[src/rtl/core/efpm_ready_mem.sv]
// Ready-time store: one entry per processing element, registered read,
// write-to-read forwarding, and a valid bit per entry so unwritten entries read zero.
// No package dependencies.
`timescale 1ns / 1ps
`default_nettype none

module efpm_ready_mem #(
  parameter int NUM_PE     = 16,
  parameter int TIME_WIDTH = 64,
  parameter int IDX_W      = 4
) (
  input  logic                  clk,
  input  logic                  rst,
  input  logic                  we,
  input  logic [IDX_W-1:0]      waddr,
  input  logic [TIME_WIDTH-1:0] wdata,
  input  logic                  re,
  input  logic [IDX_W-1:0]      raddr,
  output logic [TIME_WIDTH-1:0] rdata
);

  logic [TIME_WIDTH-1:0] mem [NUM_PE];
  logic [NUM_PE-1:0]     written;
  logic                  raddr_ok;
  logic [TIME_WIDTH-1:0] rdata_next;

  assign raddr_ok = (32'(raddr) < NUM_PE);

  // Forward a write landing on the same edge, else stored value or zero
  always_comb begin
    if (we && (waddr == raddr)) begin
      rdata_next = wdata;
    end else if (raddr_ok && written[raddr]) begin
      rdata_next = mem[raddr];
    end else begin
      rdata_next = '0;
    end
  end

  // Entry valid bits
  always_ff @(posedge clk) begin
    if (rst) begin
      written <= '0;
    end else if (we) begin
      written[waddr] <= 1'b1;
    end
  end

  // Storage and registered read
  always_ff @(posedge clk) begin
    if (we) begin
      mem[waddr] <= wdata;
    end
    if (re) begin
      rdata <= rdata_next;
    end
  end

endmodule

`default_nettype wire
[config.mk]
export PLATFORM = sky130hd
export DESIGN_NAME = efpm_ready_mem
export DESIGN_NICKNAME = d
export VERILOG_FILES = /design/src/rtl/core/efpm_ready_mem.sv
export SDC_FILE = /design/constraint.sdc
export NUM_CORES = 1
export LEC_CHECK = 0
export ABC_AREA = 0
export BUFFER_PORTS_ARGS = -buffer_cell sky130_fd_sc_hd__buf_2
export CAP_MARGIN = 0
export CORE_MARGIN = 1
export CORE_UTILIZATION = 40
export CTS_CLUSTER_DIAMETER = 40
export DETAILED_ROUTE_END_ITERATION = 7
export GPL_TIMING_DRIVEN = 1
export SETUP_SLACK_MARGIN = 0.05
export SLEW_MARGIN = 20
export SYNTH_ARGS = -nofsm -noshare
export SYNTH_HDL_FRONTEND = slang
export SYNTH_SLANG_ARGS = --single-unit
[constraint.sdc]
create_clock -name clk -period 7.8 [get_ports clk]
set_input_delay 1.56 -clock clk [delete_from_list [all_inputs] [get_ports clk]]
set_output_delay 1.56 -clock clk [all_outputs]
set_load 0.005 [all_outputs]
==> Word-level counts from Yosys, hierarchy flattened <==
Memories as Yosys holds them, arrays and structs flattened.
Cells that the tools add are included.
{ "word_totals": {"ff_bits": 80, "ramBits": 1024, "elab_cells": 18, "mem_count": 1} }
{ "op_classes": {"n_lt_le_gt_ge": 3, "eq_ne": 1, "muxes": 8, "bitwise": 1, "n_reduce_logical": 2} }
{ "memory_table": {"columns": ["name", "words", "width", "rd", "rd_ports_with_merged_regs", "write_ports", "line_no", "source"], "rows": [
  ["mem", 16, 64, 1, 0, 1, "22", "logic [TIME_WIDTH-1:0] mem [NUM_PE];"]
]} }
{ "op_table": {"columns": ["operator", "count"], "rows": [
  ["$mux W64", 2],
  ["$or A16 B16 Y16", 1],
  ["$lt A4 B5 Y1 const B", 2],
  ["$bmux W1 S4", 1],
  ["$demux W1 S4", 1],
  ["$eq A4 B4 Y1", 1],
  ["$ge A4 B1 Y1 const B", 1],
  ["$mux W1", 4],
  ["$logic_and A1 B1 Y1", 2]
]} }

==> Longest topological paths before layout <==
{ "depth": {"word_depth": 5, "ltp_mapped": 8, "mapped_depth_nobuf": 4} }

==> Least setup slack after synthesis <==
No wires, ideal clock.
{ "synth_path": {"kind": "input port to flip-flop", "from": "input waddr[2]", "to": "memory mem[0][0], enable pin", "setup_time_ns": 0.568, "arrival_time_ns": 6.473, "t_required_ns": 7.232, "slack_ns": 0.760, "cell_stages": 2, "path_buffers": 0, "cell_sequence": "or3b_2 > nor3_1"} }
{ "synth_rtl": {"columns": ["element", "line_no", "source"], "rows": [
  ["from (decl)", "15", "input logic [IDX_W-1:0] waddr,"],
  ["to (decl)", "22", null]
]} }
Straight into the memory's write port.

==> Worst setup path in the final report <==
{ "layout_path": {"from": "input raddr[1]", "to": "register rdata[26], data pin"} }
{ "layout_between": {"elab_chain_len": 4, "elab_cells_between_ends": 7, "cone_classes": "eq/ne: 1; mux: 4; reduce/logical: 1; memory: 1"} }
{ "layout_rtl": {"columns": ["element", "line_no", "source"], "rows": [
  ["from (decl)", "18", "input logic [IDX_W-1:0] raddr,"],
  ["$bmux W1 S4", "33", "end else if (raddr_ok && written[raddr]) begin"],
  ["$mux W1 (not written as such)", "33", null],
  ["$mux W64", "33", null],
  ["$mux W64 *", "31", "if (we && (waddr == raddr)) begin"],
  ["net rdata_next[26]", "25", "logic [TIME_WIDTH-1:0] rdata_next;"],
  ["to (signal assigned)", "55", "rdata <= rdata_next;"],
  ["to (decl)", "19", "output logic [TIME_WIDTH-1:0] rdata"]
]} }
The timed path passes the listed nets; every way through them passes the cells marked *. The select of a mux whose other input is x is not followed.
A chain may end at the register's enable or synchronous reset.

==> results.py <==
metrics = {
    "run_status": {
        "status": "finished clean",
    },
    "synth": {
        "synth.area.mux_share_pct": 14.0,
        "ys_seq_elements": 1104,
        "synth_top_family_by_area": "multiplexers",
        "synthSimpleGateAreaFrac_pct": 1.98,
        "ys_seq_area_share_pct": 78.5,
        "synth_xor_area_share_pct": 0.0833,
        "synth_nets": 1948,
        "synth_area_mm2": 0.0420,
        "synth_compound_area_share_pct": 3.89,
        "yosys_warnings": 0,
        "synthCells": 1872,
        "synth_fa_ha_area_share_pct": 0,
        "ys_types": 24,
        "synth.avg_cell_area_um2": 22.5,
    },
    "clocking": {
        "h-tree-depth": 4,
        "clk_pin_slew_ns": 0.05,
        "cts_resized": 0,
        "cts_buffers": 133,
        "cts_hold_buf": 0,
        "cts_root_buffer": "clkbuf_16",
        "clkLatencyLatePin_ns": 0.72,
        "cts_max_path_buffers": 3,
        "cts_setup_buffers": 0,
        "numClockSinks": 1104,
        "cts_tree": "yes",
    },
    "sta": {
        "worst_pin_slew_ns": 1.14,
        "setup_viol": 0,
        "slew_viol_final": 0,
        "setup_tns_ns": 0,
        "post-route-min-period_ns": 3.91,
        "slew_headroom_pct": 23.8,
        "clock.fmax_mhz": 256,
        "final.setup.worst_slack_ns": 3.89,
        "post-route-period-util_pct": 50.2,
        "hold_viol": 0,
        "final.setup_skew_ns": 0.0238,
        "rsz0062_at_grt": "no",
    },
    "grt": {
        "antenna_found_initial": 17,
        "grt_pass1_vias": 21300,
        "grt_overflow": 0,
        "grt_max_degree": 163,
        "grt_pass1_wl_um": 148000,
        "grt_usage_pct": 19.4,
    },
    "layout": {
        "area_delta_synth_final_pct": 16.4,
        "mostFrequentLayoutCell": "edfxtp_1",
        "layout_common_cells": "1088 x edfxtp_1, 260 x mux4_2, 137 x clkbuf_16",
        "fin_area_mm2": 0.0489,
        "drive_gt1_share_pct": 31.5,
        "nNetsFinal": 2149,
        "finalNonFillerCells": 3563,
    },
    "critical_path": {
        "critPathRequiredTime_ns": 8.24,
        "reg2reg_depth": 5,
        "worstSetupStartpoint": "raddr[1]",
        "critPathKind": "in -> reg",
        "crit_path_start_kind": "primary input",
        "path_cells": "buf_8 -> mux4_2 -> mux2i_1 -> mux2_4 -> buf_4 -> o31ai_1",
        "rrSetupSlack_ns": 5.28,
        "worstSetupEndpointType": "flop",
        "arrival_ns": 4.35,
        "r2r_start": "written[7]",
        "worst_path_largest_cell_delay_ns": 0.77,
        "cp_slowest_cell": "mux2_4",
        "critPathMaxFanout": 100,
        "crit_path_end": "rdata[26]",
        "rr_endpoint": "rdata[26]",
    },
    "floorplanning": {
        "rows": 118,
        "start_util_pct": 40.5,
        "core_mm2": 0.104,
        "io_pins": 140,
        "die_x_um": 326,
        "die_area_mm2": 0.106,
        "die_y_um": 326,
    },
    "power": {
        "p_leak_nw": 15.7,
        "ir_drop_mv": 0.200,
        "powerDensity_mw_per_mm2": 279,
    },
    "flow_run": {
        "cap_violations": 0,
    },
    "worst_hold_path": {
        "hold_class": "reg -> reg",
        "holdCritStartpoint": "written[5]",
    },
    "placed_design": {
        "dp_cells": 3318,
        "placed_area_mm2": 0.0443,
        "place_worst_setup_slack_ns": 3.07,
        "port-buffer-count": 139,
        "dp_hpwl_um": 49700,
        "gp_congestion": 0.711,
    },
    "drt": {
        "drc_errors": 0,
        "vias": 20300,
        "ant_nets": 0,
        "first_pass_iters": 6,
        "viasPerCell": 5.70,
        "wl_per_cell_um": 28.7,
        "wl_um": 102000,
        "first_iter_violations": 2022,
    },
}
-- where the power goes --
part	internal [W]	total (W)	switching [W]
sequential	0.00665	0.00669	0.0000370
clock	0.00391	0.00634	0.00243
combinational	0.000240	0.000626	0.000386
-- cell usage after synthesis --
cell type  count  area share [%]
buf_2         37            0.44
nand2b_1       2           0.030
nand2_1        1          0.0089
xor2_1         3           0.063
edfxtp_1    1088              78
xnor2_1        1           0.021
or3b_2         1           0.021
o31ai_1       57             1.0
and2_1         3           0.045
nor3_1         5           0.060
mux2_2         1           0.027
mux2i_1        2           0.048
clkbuf_2       1           0.012
nor2b_1        2           0.030
nand3b_1       2           0.036
nand3_1       65            0.77
buf_4         24            0.43
buf_6         10            0.27
clkbuf_1      47            0.42
a22o_1       128             2.7
mux4_2       260              14
dfxtp_1       16            0.76
o31ai_2        7            0.21
nor2_1       109            0.97
-- worst min-delay path by stage --
stage                              to  slack [ns]  depth (start not counted)
after floorplan           written[12]        0.43                          2
after global placement     written[5]        0.44                          2
after detailed placement  written[15]        0.46                          2
after CTS                  written[5]        0.47                          2
after global routing       written[2]        0.48                          2
final                      written[5]        0.47                          2
-- cells by family after synthesis --
logic type / after synthesis
buffers and inverters: 119
multiplexers: 263
AND/OR/NAND/NOR: 190
flip-flops: 1104
XOR/XNOR: 4
AO/OA/AOI/OAI: 192
-- routing by layer --
layer | share of wire, % | global-route usage [%] | vias up | wire, um
met5 | 0.11 | 0 | - | 113
met4 | 1.8 | 5.11 | 18 | 1810
met3 | 7.6 | 4.51 | 166 | 7770
met2 | 49 | 31.2 | 776 | 50000
met1 | 42 | 26.5 | 10900 | 42600
li1 | - | - | 8414 | -
-- metrics by stage --
stage	power (W)	hold WS (ns)	util, %
floorplan	0.00718	0.435	-
global placement	0.00743	0.444	42.7
detailed placement	0.00745	0.458	42.7
CTS	0.0138	0.471	47.1
global route	0.0140	0.485	47.1
finish	0.0137	0.470	47.1
-- worst max-delay path, delay by kind of cell --
family | cells | cell delay, ns
multiplexers | 3 | 1.56
AO/OA/AOI/OAI | 1 | 0.11
buffers and inverters | 2 | 1.04
-- flip-flops by register name (all words and copies together) (netlist names) --
| signal | cells |
|---|---|
| rdata | 64 |
| written | 16 |
| mem | 1024 |
-- cell type report --
cell class	count	area (um^2)
Fill cell	8388	54900
Sequential cell	1104	33000
Multi-Input combinational cell	649	8540
Clock buffer	152	3480
Tap cell	1380	1730
Clock inverter	89	1090
Timing Repair Buffer	185	1090
Antenna cell	4	10.0
(Power assumes the default switching activity.)
